`config.mk`:
```
export PLATFORM = sky130hd
export DESIGN_NAME = subpicture_program_stream_packetizer_top_flat
export DESIGN_NICKNAME = d
export VERILOG_FILES = /design/src/design/spsp_pkg.sv /design/src/design/spsp_if.sv /design/src/design/subpicture_program_stream_packetizer_top.sv /design/src/design/spsp_front.sv /design/src/design/spsp_job_fifo.sv /design/src/design/spsp_seq.sv /design/src/design/spsp_merge.sv /design/src/flat_wrapper.sv
export SDC_FILE = /design/constraint.sdc
export NUM_CORES = 1
export LEC_CHECK = 0
export BUFFER_PORTS_ARGS = -buffer_cell sky130_fd_sc_hd__buf_2
export CAP_MARGIN = 10
export CORE_UTILIZATION = 67
export CTS_CLUSTER_SIZE = 28
export DETAILED_ROUTE_END_ITERATION = 8
export HOLD_SLACK_MARGIN = 0.06
export PLACE_DENSITY_LB_ADDON = 0.12
export SETUP_SLACK_MARGIN = 0.1
export SLEW_MARGIN = 20
export SYNTH_ARGS = -nofsm -noshare
export SYNTH_HDL_FRONTEND = slang
export SYNTH_SLANG_ARGS = --single-unit
```
`constraint.sdc`:
```
create_clock -name clk -period 10.9 [get_ports clk]
set_input_delay 1.09 -clock clk [delete_from_list [all_inputs] [get_ports clk]]
set_output_delay 1.09 -clock clk [all_outputs]
set_load 0.02 [all_outputs]
```
`src/design/spsp_pkg.sv`:
```
// Shared types and constants for the subpicture program stream packetizer.
package spsp_pkg;

  // Count fields are sized for the largest pack size supported (8192 bytes).
  localparam int CNT_W = 14;
  localparam int REP_W = 12;
  localparam logic [REP_W-1:0] REP_MAX = 12'hfff;

  localparam int JOB_DEPTH = 4;
  localparam int JOB_PTR_W = $clog2(JOB_DEPTH);
  localparam int JOB_CNT_W = $clog2(JOB_DEPTH + 1);

  // Input command codes
  localparam logic CMD_START = 1'b0;
  localparam logic CMD_DATA  = 1'b1;

  // Stream bytes
  localparam logic [7:0] BYTE_ZERO     = 8'h00;
  localparam logic [7:0] START_CODE_01 = 8'h01;
  localparam logic [7:0] PACK_START    = 8'hba;
  localparam logic [7:0] PACK_MUX      = 8'h40;
  localparam logic [7:0] PRIV_STREAM_1 = 8'hbd;
  localparam logic [7:0] PAD_STREAM    = 8'hbe;
  localparam logic [7:0] SUBSTREAM_ID  = 8'h20;
  localparam logic [3:0] PTS_PREFIX    = 4'h2;
  localparam logic [7:0] PES_MARK      = 8'h80;

  // Smallest padding that gets its own padding-stream packet
  localparam logic [CNT_W-1:0] PAD_PKT_MIN = 14'd6;

  // One queued unit of work: an optional payload byte, an optional pack
  // close and an optional pack open.
  typedef struct packed {
    logic             has_data;
    logic [7:0]       data_byte;
    logic             close;
    logic             pad_ge6;
    logic [CNT_W-1:0] rest;
    logic             open;
    logic             first;
    logic [32:0]      stamp;
    logic [2:0]       stuff;
    logic [CNT_W-1:0] plen;
  } job_t;

  // One stream byte, repeated cnt times
  typedef struct packed {
    logic [7:0]       value;
    logic [REP_W-1:0] cnt;
    logic             pe;
    logic             jend;
  } tok_t;

  typedef enum logic [4:0] {
    ST_IDLE,
    ST_DATA,
    ST_PAD_ZERO2,
    ST_PAD_01,
    ST_PAD_BE,
    ST_PAD_HI,
    ST_PAD_LO,
    ST_PAD_RUN,
    ST_HDR_ZERO2,
    ST_HDR_01,
    ST_HDR_BA,
    ST_HDR_40,
    ST_HDR_ZERO11,
    ST_PES_01,
    ST_PES_BD,
    ST_PES_LEN_HI,
    ST_PES_LEN_LO,
    ST_PES_80,
    ST_PES_FLAGS,
    ST_PES_HDRLEN,
    ST_PTS0,
    ST_PTS1,
    ST_PTS2,
    ST_PTS3,
    ST_PTS4,
    ST_STUFF,
    ST_SUBID
  } step_t;

endpackage

```
`src/design/spsp_if.sv`:
```
// Channel interfaces for the packetizer input and result streams.
interface spsp_in_if;
  logic        valid;
  logic        ready;
  logic        cmd;
  logic [32:0] pts;
  logic [15:0] size;
  logic [7:0]  data_byte;

  modport source (output valid, cmd, pts, size, data_byte, input ready);
  modport sink   (input valid, cmd, pts, size, data_byte, output ready);
endinterface

interface spsp_out_if;
  logic        valid;
  logic        ready;
  logic [7:0]  out_byte;
  logic [11:0] repeat_res;
  logic        packet_end;
  logic        last;

  modport source (output valid, out_byte, repeat_res, packet_end, last, input ready);
  modport sink   (input valid, out_byte, repeat_res, packet_end, last, output ready);
endinterface

```
`src/design/subpicture_program_stream_packetizer_top.sv`:
```
// Top level of the subpicture program stream packetizer.
//
// Wraps one subpicture into packs of PACK_BYTES bytes: a start transfer
// (cmd 0) gives the PTS and payload size and opens the first pack, each
// data transfer (cmd 1) adds one payload byte, and the byte that fills a
// pack closes it (stuffing or a padding-stream packet) and opens the next
// one while payload remains. Results come out as (byte, repeat count),
// zero runs folded into one result of up to 4095 repeats; packet_end marks
// the result that completes a pack and last the final result of a
// transfer. Stray data bytes and zero-size starts give no results. The
// front end takes one transfer per cycle into a four-entry work queue; the
// sequencer behind it issues one byte run per cycle while the merger takes
// it. A payload byte is one run; opening a pack issues the pack and PES
// headers (PTS on the first pack, stuffing when present, substream id) and
// closing with padding issues the padding-stream header and a run per up
// to 4095 padding zeros. The input stalls only while the work queue is
// full; the result register has a stage of its own, so an item is taken
// while a finished result waits. No clearing pass is needed after reset.
module subpicture_program_stream_packetizer_top import spsp_pkg::*; #(
  parameter int PACK_BYTES = 2048
) (
  input  logic       clk,
  input  logic       rst_n,
  spsp_in_if.sink    in_ch,
  spsp_out_if.source out_ch
);

  logic job_push, job_can_push, job_pop, job_valid;
  job_t job_wr, job_rd;
  logic tok_valid, tok_ready;
  tok_t tok;

  // Classify transfers and queue the work they cause
  spsp_front #(
    .PACK_BYTES (PACK_BYTES)
  ) u_front (
    .clk       (clk),
    .rst_n     (rst_n),
    .in_ch     (in_ch),
    .job_ready (job_can_push),
    .job_push  (job_push),
    .job       (job_wr)
  );

  // Decouple the front end from the byte sequencer
  spsp_job_fifo u_fifo (
    .clk       (clk),
    .rst_n     (rst_n),
    .push      (job_push),
    .push_job  (job_wr),
    .can_push  (job_can_push),
    .pop       (job_pop),
    .pop_valid (job_valid),
    .pop_job   (job_rd)
  );

  // Expand each work item into byte runs
  spsp_seq u_seq (
    .clk       (clk),
    .rst_n     (rst_n),
    .job_valid (job_valid),
    .job_in    (job_rd),
    .job_pop   (job_pop),
    .tok_valid (tok_valid),
    .tok       (tok),
    .tok_ready (tok_ready)
  );

  // Fold zero runs and hold results for the sink
  spsp_merge u_merge (
    .clk       (clk),
    .rst_n     (rst_n),
    .tok_valid (tok_valid),
    .tok       (tok),
    .tok_ready (tok_ready),
    .out_ch    (out_ch)
  );

  // A token never carries an empty run
  a_tok_nonempty: assert property (@(posedge clk) disable iff (!rst_n)
    tok_valid |-> tok.cnt != '0)
    else $error("sequencer issued an empty run");

  // Only zero bytes are ever repeated
  a_rep_zero_only: assert property (@(posedge clk) disable iff (!rst_n)
    (out_ch.valid && out_ch.repeat_res != 12'd1) |-> out_ch.out_byte == BYTE_ZERO)
    else $error("nonzero byte carries a repeat count");

  // A result never has a zero repeat count
  a_rep_nonzero: assert property (@(posedge clk) disable iff (!rst_n)
    out_ch.valid |-> out_ch.repeat_res != 12'd0)
    else $error("result with zero repeat count");

  // A queued work item is picked up only when the queue holds one
  a_pop_valid: assert property (@(posedge clk) disable iff (!rst_n)
    job_pop |-> job_valid)
    else $error("sequencer popped an empty queue");

endmodule

```
`src/design/spsp_front.sv`:
```
// Front end: accepts items, tracks pack state and queues work descriptors.
module spsp_front import spsp_pkg::*; #(
  parameter int PACK_BYTES = 2048
) (
  input  logic       clk,
  input  logic       rst_n,
  spsp_in_if.sink    in_ch,
  input  logic       job_ready,
  output logic       job_push,
  output job_t       job
);

  localparam logic [CNT_W-1:0] CAP_FIRST = CNT_W'(PACK_BYTES - 29);
  localparam logic [CNT_W-1:0] CAP_NEXT  = CNT_W'(PACK_BYTES - 24);
  localparam logic [CNT_W-1:0] PES_BASE  = CNT_W'(4);
  localparam logic [CNT_W-1:0] PTS_LEN   = CNT_W'(5);

  logic [15:0]      br_r, br_nxt;
  logic [32:0]      stamp_r, stamp_nxt;
  logic             first_r, first_nxt;
  logic [CNT_W-1:0] pl_r, pl_nxt;
  logic [CNT_W-1:0] pad_r, pad_nxt;

  logic             acc;
  logic [15:0]      br_dec;
  logic [15:0]      calc_rem;
  logic             calc_first;
  logic [CNT_W-1:0] cap;
  logic             fits;
  logic [CNT_W-1:0] dl;
  logic [CNT_W-1:0] pad;
  logic [2:0]       stuff;
  logic [CNT_W-1:0] plen;

  assign in_ch.ready = job_ready;
  assign acc         = in_ch.valid && job_ready;
  assign br_dec      = br_r - 16'd1;

  // Pack sizing for the pack about to open
  always_comb begin
    calc_first = (in_ch.cmd == CMD_START);
    calc_rem   = calc_first ? in_ch.size : br_dec;
    cap        = calc_first ? CAP_FIRST : CAP_NEXT;
    fits       = calc_rem <= 16'(cap);
    dl         = fits ? calc_rem[CNT_W-1:0] : cap;
    pad        = fits ? (cap - calc_rem[CNT_W-1:0]) : '0;
    stuff      = (pad < PAD_PKT_MIN) ? pad[2:0] : 3'd0;
    plen       = PES_BASE + (calc_first ? PTS_LEN : '0) + dl + CNT_W'(stuff);
  end

  always_comb begin
    br_nxt    = br_r;
    stamp_nxt = stamp_r;
    first_nxt = first_r;
    pl_nxt    = pl_r;
    pad_nxt   = pad_r;
    job_push  = 1'b0;
    job       = '0;
    job.stamp = stamp_r;
    job.first = calc_first;
    job.stuff = stuff;
    job.plen  = plen;
    job.data_byte = in_ch.data_byte;
    job.pad_ge6   = pad_r >= PAD_PKT_MIN;
    job.rest      = pad_r - PAD_PKT_MIN;
    if (acc) begin
      if (in_ch.cmd == CMD_START) begin
        stamp_nxt = in_ch.pts;
        br_nxt    = in_ch.size;
        first_nxt = 1'b1;
        pl_nxt    = '0;
        pad_nxt   = '0;
        if (in_ch.size != 16'd0) begin
          job_push  = 1'b1;
          job.open  = 1'b1;
          job.stamp = in_ch.pts;
          pl_nxt    = dl;
          pad_nxt   = pad;
        end
      end else if (br_r != 16'd0 && pl_r != '0) begin
        job_push     = 1'b1;
        job.has_data = 1'b1;
        br_nxt       = br_dec;
        pl_nxt       = pl_r - CNT_W'(1);
        if (pl_r == CNT_W'(1)) begin
          job.close = 1'b1;
          first_nxt = 1'b0;
          pad_nxt   = '0;
          if (br_dec != 16'd0) begin
            job.open = 1'b1;
            pl_nxt   = dl;
            pad_nxt  = pad;
          end
        end
      end
    end
  end

  always_ff @(posedge clk) begin
    if (!rst_n) begin
      br_r    <= '0;
      stamp_r <= '0;
      first_r <= 1'b1;
      pl_r    <= '0;
      pad_r   <= '0;
    end else begin
      br_r    <= br_nxt;
      stamp_r <= stamp_nxt;
      first_r <= first_nxt;
      pl_r    <= pl_nxt;
      pad_r   <= pad_nxt;
    end
  end

endmodule

```
`src/design/spsp_job_fifo.sv`:
```
// Short queue of work descriptors between front end and sequencer.
module spsp_job_fifo import spsp_pkg::*; (
  input  logic clk,
  input  logic rst_n,
  input  logic push,
  input  job_t push_job,
  output logic can_push,
  input  logic pop,
  output logic pop_valid,
  output job_t pop_job
);

  job_t                 mem_r [JOB_DEPTH];
  logic [JOB_PTR_W-1:0] wr_ptr_r, rd_ptr_r;
  logic [JOB_CNT_W-1:0] count_r;
  logic                 do_push, do_pop;

  assign can_push  = count_r != JOB_CNT_W'(JOB_DEPTH);
  assign pop_valid = count_r != '0;
  assign pop_job   = mem_r[rd_ptr_r];
  assign do_push   = push && can_push;
  assign do_pop    = pop && pop_valid;

  function automatic logic [JOB_PTR_W-1:0] bump(input logic [JOB_PTR_W-1:0] p);
    return (p == JOB_PTR_W'(JOB_DEPTH - 1)) ? '0 : p + JOB_PTR_W'(1);
  endfunction

  always_ff @(posedge clk) begin
    if (do_push) begin
      mem_r[wr_ptr_r] <= push_job;
    end
  end

  always_ff @(posedge clk) begin
    if (!rst_n) begin
      wr_ptr_r <= '0;
      rd_ptr_r <= '0;
      count_r  <= '0;
    end else begin
      if (do_push) wr_ptr_r <= bump(wr_ptr_r);
      if (do_pop)  rd_ptr_r <= bump(rd_ptr_r);
      if (do_push && !do_pop) begin
        count_r <= count_r + JOB_CNT_W'(1);
      end else if (do_pop && !do_push) begin
        count_r <= count_r - JOB_CNT_W'(1);
      end
    end
  end

endmodule

```
`src/design/spsp_seq.sv`:
```
// Sequencer: walks one work descriptor and emits one byte-run token a cycle while the merger takes it.
module spsp_seq import spsp_pkg::*; (
  input  logic clk,
  input  logic rst_n,
  input  logic job_valid,
  input  job_t job_in,
  output logic job_pop,
  output logic tok_valid,
  output tok_t tok,
  input  logic tok_ready
);

  step_t            step_r, step_nxt, step_follow;
  job_t             job_r, job_nxt;
  logic [CNT_W-1:0] run_left_r, run_left_nxt;

  step_t            after_close, after_hdr, after_pts;
  logic             run_big;
  logic             advance;
  logic [15:0]      rest16, plen16;

  assign after_close = job_r.open ? ST_HDR_ZERO2 : ST_IDLE;
  assign after_pts   = (job_r.stuff != 3'd0) ? ST_STUFF : ST_SUBID;
  assign after_hdr   = job_r.first ? ST_PTS0 : after_pts;
  assign run_big     = run_left_r > CNT_W'(REP_MAX);
  assign advance     = tok_ready && (step_r != ST_IDLE);
  assign rest16      = 16'(job_r.rest);
  assign plen16      = 16'(job_r.plen);

  // Next state
  always_comb begin
    step_follow = ST_IDLE;
    case (step_r)
      ST_IDLE:       step_follow = ST_IDLE;
      ST_DATA: begin
        if (!job_r.close) begin
          step_follow = ST_IDLE;
        end else begin
          step_follow = job_r.pad_ge6 ? ST_PAD_ZERO2 : after_close;
        end
      end
      ST_PAD_ZERO2:  step_follow = ST_PAD_01;
      ST_PAD_01:     step_follow = ST_PAD_BE;
      ST_PAD_BE:     step_follow = ST_PAD_HI;
      ST_PAD_HI:     step_follow = ST_PAD_LO;
      ST_PAD_LO:     step_follow = (job_r.rest != '0) ? ST_PAD_RUN : after_close;
      ST_PAD_RUN:    step_follow = run_big ? ST_PAD_RUN : after_close;
      ST_HDR_ZERO2:  step_follow = ST_HDR_01;
      ST_HDR_01:     step_follow = ST_HDR_BA;
      ST_HDR_BA:     step_follow = ST_HDR_40;
      ST_HDR_40:     step_follow = ST_HDR_ZERO11;
      ST_HDR_ZERO11: step_follow = ST_PES_01;
      ST_PES_01:     step_follow = ST_PES_BD;
      ST_PES_BD:     step_follow = ST_PES_LEN_HI;
      ST_PES_LEN_HI: step_follow = ST_PES_LEN_LO;
      ST_PES_LEN_LO: step_follow = ST_PES_80;
      ST_PES_80:     step_follow = ST_PES_FLAGS;
      ST_PES_FLAGS:  step_follow = ST_PES_HDRLEN;
      ST_PES_HDRLEN: step_follow = after_hdr;
      ST_PTS0:       step_follow = ST_PTS1;
      ST_PTS1:       step_follow = ST_PTS2;
      ST_PTS2:       step_follow = ST_PTS3;
      ST_PTS3:       step_follow = ST_PTS4;
      ST_PTS4:       step_follow = after_pts;
      ST_STUFF:      step_follow = ST_SUBID;
      ST_SUBID:      step_follow = ST_IDLE;
      default:       step_follow = ST_IDLE;
    endcase

    // Load the next descriptor as soon as the current one issues its last token
    job_pop = job_valid && ((step_r == ST_IDLE) || (advance && step_follow == ST_IDLE));

    step_nxt     = step_r;
    job_nxt      = job_r;
    run_left_nxt = run_left_r;
    if (job_pop) begin
      step_nxt     = job_in.has_data ? ST_DATA : ST_HDR_ZERO2;
      job_nxt      = job_in;
      run_left_nxt = job_in.rest;
    end else if (advance) begin
      step_nxt = step_follow;
      if (step_r == ST_PAD_RUN && run_big) begin
        run_left_nxt = run_left_r - CNT_W'(REP_MAX);
      end
    end
  end

  // Outputs
  always_comb begin
    tok_valid = step_r != ST_IDLE;
    tok.value = BYTE_ZERO;
    tok.cnt   = REP_W'(1);
    tok.pe    = 1'b0;
    tok.jend  = step_follow == ST_IDLE;
    case (step_r)
      ST_IDLE:       tok.value = BYTE_ZERO;
      ST_DATA: begin
        tok.value = job_r.data_byte;
        tok.pe    = job_r.close && !job_r.pad_ge6;
      end
      ST_PAD_ZERO2:  tok.cnt   = REP_W'(2);
      ST_PAD_01:     tok.value = START_CODE_01;
      ST_PAD_BE:     tok.value = PAD_STREAM;
      ST_PAD_HI:     tok.value = rest16[15:8];
      ST_PAD_LO: begin
        tok.value = rest16[7:0];
        tok.pe    = job_r.rest == '0;
      end
      ST_PAD_RUN: begin
        tok.cnt = run_big ? REP_MAX : run_left_r[REP_W-1:0];
        tok.pe  = !run_big;
      end
      ST_HDR_ZERO2:  tok.cnt   = REP_W'(2);
      ST_HDR_01:     tok.value = START_CODE_01;
      ST_HDR_BA:     tok.value = PACK_START;
      ST_HDR_40:     tok.value = PACK_MUX;
      ST_HDR_ZERO11: tok.cnt   = REP_W'(11);
      ST_PES_01:     tok.value = START_CODE_01;
      ST_PES_BD:     tok.value = PRIV_STREAM_1;
      ST_PES_LEN_HI: tok.value = plen16[15:8];
      ST_PES_LEN_LO: tok.value = plen16[7:0];
      ST_PES_80:     tok.value = PES_MARK;
      ST_PES_FLAGS:  tok.value = job_r.first ? PES_MARK : BYTE_ZERO;
      ST_PES_HDRLEN: tok.value = (job_r.first ? 8'd5 : 8'd0) + 8'(job_r.stuff);
      ST_PTS0:       tok.value = {PTS_PREFIX, job_r.stamp[32:30], 1'b1};
      ST_PTS1:       tok.value = job_r.stamp[29:22];
      ST_PTS2:       tok.value = {job_r.stamp[21:15], 1'b1};
      ST_PTS3:       tok.value = job_r.stamp[14:7];
      ST_PTS4:       tok.value = {job_r.stamp[6:0], 1'b1};
      ST_STUFF:      tok.cnt   = REP_W'(job_r.stuff);
      ST_SUBID:      tok.value = SUBSTREAM_ID;
      default:       tok.value = BYTE_ZERO;
    endcase
  end

  always_ff @(posedge clk) begin
    job_r      <= job_nxt;
    run_left_r <= run_left_nxt;
  end

  always_ff @(posedge clk) begin
    if (!rst_n) begin
      step_r <= ST_IDLE;
    end else begin
      step_r <= step_nxt;
    end
  end

endmodule

```
`src/design/spsp_merge.sv`:
```
// Run merger: folds zero runs into repeat counts and drives the result register.
module spsp_merge import spsp_pkg::*; (
  input  logic      clk,
  input  logic      rst_n,
  input  logic      tok_valid,
  input  tok_t      tok,
  output logic      tok_ready,
  spsp_out_if.source out_ch
);

  logic             p_valid_r, p_valid_nxt;
  logic [7:0]       p_value_r, p_value_nxt;
  logic [REP_W-1:0] p_rep_r, p_rep_nxt;
  logic             p_pe_r, p_pe_nxt;
  logic             p_fin_r, p_fin_nxt;

  logic             o_valid_r;
  logic [7:0]       o_value_r;
  logic [REP_W-1:0] o_rep_r;
  logic             o_pe_r, o_last_r;

  logic             o_free, can_merge, split, adv, emit;
  logic [REP_W:0]   sum;
  logic [7:0]       e_value;
  logic [REP_W-1:0] e_rep;
  logic             e_pe, e_last;

  assign o_free = !o_valid_r || out_ch.ready;
  assign sum    = {1'b0, p_rep_r} + {1'b0, tok.cnt};
  assign split  = sum > {1'b0, REP_MAX};
  // Merge only zero into an open zero run of the same input, not past a pack end
  assign can_merge = tok_valid && p_valid_r && !p_fin_r && !p_pe_r &&
                     p_value_r == BYTE_ZERO && tok.value == BYTE_ZERO;

  always_comb begin
    adv         = 1'b0;
    emit        = 1'b0;
    e_value     = p_value_r;
    e_rep       = p_rep_r;
    e_pe        = p_pe_r;
    e_last      = p_fin_r;
    p_valid_nxt = p_valid_r;
    p_value_nxt = p_value_r;
    p_rep_nxt   = p_rep_r;
    p_pe_nxt    = p_pe_r;
    p_fin_nxt   = p_fin_r;
    if (tok_valid) begin
      if (can_merge && !split) begin
        adv = 1'b1;
        p_rep_nxt = sum[REP_W-1:0];
        p_pe_nxt  = tok.pe;
        p_fin_nxt = tok.jend;
      end else if (can_merge) begin
        // Fill the held run to the limit and carry the rest
        emit    = 1'b1;
        e_value = BYTE_ZERO;
        e_rep   = REP_MAX;
        e_pe    = 1'b0;
        e_last  = 1'b0;
        adv     = o_free;
        if (adv) begin
          p_rep_nxt = REP_W'(sum - {1'b0, REP_MAX});
          p_pe_nxt  = tok.pe;
          p_fin_nxt = tok.jend;
        end
      end else begin
        emit = p_valid_r;
        adv  = !p_valid_r || o_free;
        if (adv) begin
          p_valid_nxt = 1'b1;
          p_value_nxt = tok.value;
          p_rep_nxt   = tok.cnt;
          p_pe_nxt    = tok.pe;
          p_fin_nxt   = tok.jend;
        end
      end
    end else if (p_valid_r && p_fin_r) begin
      emit = 1'b1;
      adv  = o_free;
      if (adv) begin
        p_valid_nxt = 1'b0;
      end
    end
  end

  assign tok_ready         = tok_valid && adv;
  assign out_ch.valid      = o_valid_r;
  assign out_ch.out_byte   = o_value_r;
  assign out_ch.repeat_res = o_rep_r;
  assign out_ch.packet_end = o_pe_r;
  assign out_ch.last       = o_last_r;

  always_ff @(posedge clk) begin
    p_value_r <= p_value_nxt;
    p_rep_r   <= p_rep_nxt;
    p_pe_r    <= p_pe_nxt;
    p_fin_r   <= p_fin_nxt;
    if (adv && emit) begin
      o_value_r <= e_value;
      o_rep_r   <= e_rep;
      o_pe_r    <= e_pe;
      o_last_r  <= e_last;
    end
  end

  always_ff @(posedge clk) begin
    if (!rst_n) begin
      p_valid_r <= 1'b0;
      o_valid_r <= 1'b0;
    end else begin
      p_valid_r <= p_valid_nxt;
      if (adv && emit) begin
        o_valid_r <= 1'b1;
      end else if (out_ch.ready) begin
        o_valid_r <= 1'b0;
      end
    end
  end

endmodule

```
`src/flat_wrapper.sv`:
```
// flat-port wrapper written by rule: the top's interface ports become plain ports
module subpicture_program_stream_packetizer_top_flat import spsp_pkg::*;
#(
  parameter int PACK_BYTES = 2048
)
  (clk, rst_n, in_ch_valid, in_ch_cmd, in_ch_pts, in_ch_size, in_ch_data_byte, in_ch_ready, out_ch_valid, out_ch_out_byte, out_ch_repeat_res, out_ch_packet_end, out_ch_last, out_ch_ready);
  spsp_in_if in_ch_i ();
  spsp_out_if out_ch_i ();
  input  logic clk;
  input  logic rst_n;
  input wire logic [$bits(in_ch_i.valid)-1:0] in_ch_valid;
  input wire logic [$bits(in_ch_i.cmd)-1:0] in_ch_cmd;
  input wire logic [$bits(in_ch_i.pts)-1:0] in_ch_pts;
  input wire logic [$bits(in_ch_i.size)-1:0] in_ch_size;
  input wire logic [$bits(in_ch_i.data_byte)-1:0] in_ch_data_byte;
  output wire logic [$bits(in_ch_i.ready)-1:0] in_ch_ready;
  output wire logic [$bits(out_ch_i.valid)-1:0] out_ch_valid;
  output wire logic [$bits(out_ch_i.out_byte)-1:0] out_ch_out_byte;
  output wire logic [$bits(out_ch_i.repeat_res)-1:0] out_ch_repeat_res;
  output wire logic [$bits(out_ch_i.packet_end)-1:0] out_ch_packet_end;
  output wire logic [$bits(out_ch_i.last)-1:0] out_ch_last;
  input wire logic [$bits(out_ch_i.ready)-1:0] out_ch_ready;
  assign in_ch_i.valid = in_ch_valid;
  assign in_ch_i.cmd = in_ch_cmd;
  assign in_ch_i.pts = in_ch_pts;
  assign in_ch_i.size = in_ch_size;
  assign in_ch_i.data_byte = in_ch_data_byte;
  assign in_ch_ready = in_ch_i.ready;
  assign out_ch_valid = out_ch_i.valid;
  assign out_ch_out_byte = out_ch_i.out_byte;
  assign out_ch_repeat_res = out_ch_i.repeat_res;
  assign out_ch_packet_end = out_ch_i.packet_end;
  assign out_ch_last = out_ch_i.last;
  assign out_ch_i.ready = out_ch_ready;
  subpicture_program_stream_packetizer_top #(.PACK_BYTES(PACK_BYTES)) u_core (.clk(clk), .rst_n(rst_n), .in_ch(in_ch_i), .out_ch(out_ch_i));
endmodule
```
Yosys cells after proc, flatten, opt, wreduce, memory -nomap -nowiden
Memory sizes are Yosys's and may differ from the RTL's. A register that Yosys moved wholly into a read port is not among the register bits.
Index checks and enable logic that the tools add are counted.
Operators by class
  add/subtract/negate cells: 15
  order comparisons: 5
  eq/ne operators: 36
  muxes and demuxes: 104
  bitwise operators: 3
  reduce and logical (&&, ||, !) cells: 61
Operators by type and width (number)
  2-to-1 mux 14 bit: 15
  one-hot mux 8 bit (19 select lines): 1
  one-hot mux 5 bit (25 select lines): 1
  2-to-1 mux 33 bit: 3
  2-to-1 mux 12 bit: 8
  == test 5 bit, second input constant: 11
  2-to-1 mux 16 bit: 3
  one-hot mux 12 bit (4 select lines): 1
  nonzero test 16 bit: 3
  2-to-1 mux 1 bit: 47
  == test 5 x 4 -> 1 bit, second input constant: 8
  2-to-1 mux 8 bit: 4
  2-to-1 mux 5 bit: 6
  nonzero test 14 bit: 2
  == test 5 x 3 -> 1 bit, second input constant: 4
  logical AND 1 bit: 20
  less-or-equal comparator 16 x 11 -> 1 bit: 1
  zero test 8 bit: 2
  2-to-1 mux 4 bit: 4
  subtractor 16 x 1 -> 16 bit, second input constant: 1
  2-to-1 mux 3 bit: 5
  adder 14 x 3 -> 14 bit: 1
  adder 4 x 14 -> 14 bit: 1
  == test 14 x 1 -> 1 bit, second input constant: 1
  38 further kinds: 71
Word-level totals
  bits in registers: 225
  RAM bits: 308
  input bits: 62
  output and inout port bits: 24
  logic and storage cells: 253
  memories kept: 1
Memory list
  u_core.u_fifo.mem_r: depth 4, bits a word 77, rd ports 1, clocked after memory_dff 1, write ports 1, line spsp_job_fifo.sv:13  | job_t mem_r [JOB_DEPTH];

Logic depth before layout (Yosys ltp)
  depth in word-level cells: 18
  depth in mapped cells: 25
  depth with buffers taken out: 22

Cells and area by module
From an unflattened synthesis, not the netlist that was laid out.
Second synthesis, totals
  cells, all modules: 1852
  area total of the unflattened synthesis: 24678.7 µm²
Modules (own cells, without submodules)
  spsp_job_fifo: times used 1, cells an instance 454, area an instance 11584.9 µm², sequential area each 9429.0 µm²
  spsp_front: times used 1, cells an instance 734, area an instance 5571.6 µm², sequential area each 1541.5 µm²
  spsp_seq: times used 1, cells an instance 403, area an instance 4770.8 µm², sequential area each 2802.7 µm²
  spsp_merge: times used 1, cells an instance 261, area an instance 2751.4 µm², sequential area each 1361.3 µm²

Worst setup path after synthesis
No wires, ideal clock.
  path type: input -> register
  start: input in_ch_cmd
  end: memory u_core.u_fifo.mem_r[0][6] (netlist bit) (data pin)
  library setup time: 0.273 ns
  data arrival time: 6.709 ns
  data required time: 10.627 ns
  path slack: 3.918 ns
  stages: 22
  path buffers: 5
  path through: clkbuf_1 -> buf_1 -> clkbuf_1 -> clkbuf_1 -> clkbuf_1 -> o21ai_0 -> ha_1 -> a21oi_1 -> nor2_1 -> a2bb2oi_1 -> o21ai_0 -> xor2_1 -> or4_1 -> or3_4 -> nor3b_1 -> ha_1 -> fa_1 -> ha_1 -> fa_1 -> a21o_1 -> a211oi_1 -> a21oi_1
RTL lines
  start: declaration: line flat_wrapper.sv:12  | input wire logic [$bits(in_ch_i.cmd)-1:0] in_ch_cmd;
  end: declaration: line spsp_job_fifo.sv:13

==> results.rst <==
.. list-table::
   :header-rows: 1

   * - Metric
     - Value
   * - Outcome
     - finished, final reports clean
   * - Xor and xnor area share after synthesis
     - 0.02597
   * - Core ar.
     - roughly 35,000 µm²
   * - Initial core utilization
     - 0.6865
   * - Post-layout minimum cycle time
     - 7158 ps
   * - Cell taking the most area after synthesis
     - edfxtp_1
   * - First-pass GRT wire length
     - 86.46 mm
   * - FF-to-FF path depth
     - 17
   * - Vias in the first global route
     - 15,120
   * - Summed area of non-filler cells in the final layout
     - 26,380 µm²
   * - Crit path arrival time
     - 7460 ps
   * - Worst max-slew margin expressed relative to the limit
     - 0.2249
   * - Via/cell ratio
     - about 6.5
   * - CTS H-tree lvls
     - 2
   * - Fin Setup TNS
     - 0 ps
   * - Main combinational cell family by area after synthesis
     - simple AND/OR/NAND/NOR gates
   * - Gr ovfl total
     - 0
   * - Post-route non-filler standard cell count
     - 2,354
   * - # Post-CTS Setup Buffers
     - 0
   * - Post-detailed-placement cell area
     - 24,790 µm²
   * - Pin count of the biggest net entering global routing
     - 72
   * - Total Routed Length
     - 56.41 mm
   * - Count of vias placed by the detailed router
     - 15,380
   * - Antenna violations before repair
     - 0
   * - Hold endpoint
     - u_core.u_merge.out_ch.out_byte[6]
   * - Proportion of synthesized chip area in sequential cells
     - 0.6320
   * - Final Skew
     - 23.57 ps
   * - Number of nets in the layout
     - about 2,000
   * - Register clock-pin slew on the reported worst setup and hold paths
     - 60 ps
   * - Remaining antenna violation count
     - 0
   * - Pre-CTS setup slack
     - around 3200 ps
   * - Capture instance of the worst register-to-register path
     - u_core.u_fifo.mem_r[1][6]
   * - Compound-Gate Fraction of Synth Area
     - 0.08636
   * - Tightest hold margin
     - 448.2 ps
   * - Clk buf depth
     - 3
   * - Detailed Routing Iterations Pass 1
     - 8
   * - Top-area cell type share of the netlist area
     - 0.5542
   * - Summed instance area of the synthesized netlist
     - 23,950 µm²
   * - Avg WL per Cell
     - about 24 µm
   * - Vertical extent of the die
     - 191.1 µm
   * - Count of instances resized after the clock tree is built
     - 0
   * - RSZ-0062 raised after global routing
     - no
   * - Aggregate global-route resource usage
     - 0.3152
   * - Worst-path maximum fanout
     - 47
   * - Arithmetic-cell share of the synthesized area counting full adders, half adders and majority gates
     - 0.02299
   * - Floorplan die area
     - 36,500 µm²
   * - Most instantiated library cell after synthesis
     - edfxtp_1
   * - Launching point of the worst reg2reg path
     - u_core.u_front.br_r[0]
   * - Setup Viol. Count Final
     - 0
   * - Placed cell count
     - 2,258
   * - Avg Cell Area, Syn
     - 13.42 µm²
   * - Type of origin of the critical path
     - input pin
   * - DRC
     - 0
   * - R2r setup slk
     - around 4200 ps
   * - Leading cell types by count after synthesis
     - 442 x edfxtp_1, 182 x nand2_1, 118 x nor2_1
   * - Floorplan die width
     - 191.1 µm
   * - Number of slew-limit violations in the final report
     - 0
   * - Cell family with most CP delay
     - simple AND/OR/NAND/NOR gates
   * - Share of layout cells above drive strength 1
     - 0.1848
   * - Final HPWL DP
     - roughly 37 mm
   * - Hold WC Path Type
     - reg2reg
   * - Endpoint class of the critical path
     - flop
   * - Depth of the worst hold-timing path
     - 0
   * - IO buf count
     - 85
   * - Max-cap viol count
     - 0
   * - Total CTS buffers
     - 51
   * - Count of unique library cells instantiated by Yosys
     - 90
   * - Critical path cell sequence
     - buf_2, inv_1, nand2_1, o21ai_0, a211oi_1, nand3b_1, nand3_1, or3_4, nor3b_1, ha_1, fa_1, ha_1, fa_1, a21o_1, a211oi_1, a21oi_1
   * - Highest attainable clock frequency
     - 139.7 MHz
   * - Biggest cell delay along the critical path
     - 670 ps
   * - Routability Congestion
     - a little under 1
   * - Fill cells
     - 2,193
   * - Buf/Inv on CP
     - 2
   * - PnR Total Power
     - 6.963 mW
   * - Total power density per cell area
     - 263.9 nW/µm²
   * - Proportion of synthesized area in mux cells
     - 0.09399
   * - Cell Rows
     - roughly 70
   * - Quantity of hold-fixing buffers added after cts
     - 0
   * - Growth of design area from synthesis to finish
     - 10.16%
   * - Latest clock arrival within the worst-skew pair
     - ~600 ps
   * - Worst supply voltage drop on vdd
     - 0.2157 mV
   * - Period utilisation layout
     - 0.6567
   * - I/O pin total
     - 86
   * - Utilization after layout
     - 0.7563
   * - Critical hold path startpoint
     - u_core.u_merge.p_value_r[6]
   * - Count of warnings emitted by yosys
     - 0
   * - Total of flip-flops plus latches after synthesis
     - 535
   * - CTS tree
     - yes
   * - DRC marker count from the first detailed-route iteration
     - 1,319
   * - Async set or reset register ratio after synthesis
     - 0
   * - Setup Crit Path Kind
     - in2reg
   * - Final-report hold violation count
     - 0
   * - Number of cells produced by synthesis
     - roughly 1,800
   * - Top cells by area, synth
     - edfxtp_1 55%, dfxtp_1 7.8%, mux4_2 7.1%
   * - Diode insertion count for antenna repair
     - 0
   * - Final critical-path setup slack
     - 3742 ps
   * - Worst-path cell with the longest stage delay
     - buf_2
   * - Sink count of the clock tree
     - 535
   * - Clock tree root driver cell
     - clkbuf_16
   * - Number of flops mapped to enable cells by yosys
     - 442
   * - LEAKAGE
     - around 9.1 nW
   * - Simple logic cell fraction of the synthesized area
     - 0.1168
   * - Slew at the pin closest to its max-slew limit
     - 1133 ps
   * - Data required, critical path
     - 11,200 ps
   * - Flip-flop cell with the highest count after synthesis
     - edfxtp_1
==> flip-flops by register name, summed over array words and instances (netlist names), 2 cells and up, named ones only <==
register / count
u_core.u_fifo.count_r: 3
u_core.u_fifo.mem_r: 308
u_core.u_fifo.rd_ptr_r: 2
u_core.u_fifo.wr_ptr_r: 2
u_core.u_front.br_r: 16
u_core.u_front.pad_r: 14
u_core.u_front.pl_r: 14
u_core.u_front.stamp_r: 33
u_core.u_merge.out_ch.out_byte: 8
u_core.u_merge.out_ch.repeat_res: 12
u_core.u_merge.p_rep_r: 12
u_core.u_merge.p_value_r: 8
u_core.u_seq.job_r: 76
u_core.u_seq.run_left_r: 14
u_core.u_seq.step_r: 5
==> power by group <==
group | leakage, nW | switching (mW) | total [mW] | internal [mW]
combinational | 3.56 | 1.26 | 1.99 | 0.733
sequential | 4.78 | 0.321 | 3.28 | 2.96
clock | 0.791 | 0.754 | 1.69 | 0.932
==> worst max path at each step <==
stage	end	from	depth (start not counted)	slack, ps
global placement	u_core.u_fifo.mem_r[0][6]	in_ch_cmd	16	3570
CTS	u_core.u_fifo.mem_r[1][6]	in_ch_cmd	16	3870
global route	u_core.u_fifo.mem_r[1][6]	in_ch_cmd	16	3310
finish	u_core.u_fifo.mem_r[1][6]	in_ch_cmd	16	3740
floorplan	u_core.u_fifo.mem_r[0][6]	in_ch_cmd	22	3920
detailed placement	u_core.u_fifo.mem_r[1][6]	in_ch_cmd	16	3240
==> per-layer routing <==
| metal | up-vias | GRT usage | wire, µm |
|---|---|---|---|
| li1 | 6954 | - | - |
| met1 | 7637 | 0.4372 | 23470 |
| met2 | 679 | 0.5167 | 27290 |
| met3 | 106 | 0.04149 | 3939 |
| met4 | 0 | 0.1105 | 1715 |
| met5 | - | 0 | 0 |
==> layout make-up <==
cell class	instances	area [µm²]	area share
timing repair buffer	111	620.6	0.02352
multi-input combinational	1125	8338	0.3161
inverter	32	120.1	0.004553
tap	455	569.3	0.02158
sequential	535	15140	0.5740
clock buffer	67	1398	0.05298
clock inverter	29	193.9	0.007351
==> cells by family after synthesis <==
logic type               count (synthesis)
adder cells (fa/ha/maj)                 41
other                                    1
flip-flops                             535
XOR/XNOR                                71
multiplexers                           125
AND/OR/NAND/NOR                        560
AO/OA/AOI/OAI                          320
buffers and inverters                  132
==> cell usage in the layout (no fill, tap or decap), types with 8 or more instances in the layout <==
cell type  instances
clkbuf_1          11
o21ai_0           70
clkinv_2          14
a22oi_1           16
and2_1            13
mux2_2            39
mux2i_1           10
nor2b_1           17
a31oi_1           13
nor2_1           116
mux4_2            76
nor3_1            37
or3_1             14
clkbuf_16         52
or2_2             16
xnor2_1           32
edfxtp_1         442
nor3b_1            8
ha_1              36
a21o_1            10
inv_1             30
dfxtp_1           91
nor4_1            22
nand4_1           14
conb_1             8
or4_1              8
buf_2             85
nand3_1           30
nand2b_1          16
o31ai_1            9
a21oi_1          116
xor2_1            39
and3_1            24
buf_4             26
nand2_1          182
(Power assumes the default switching activity.)
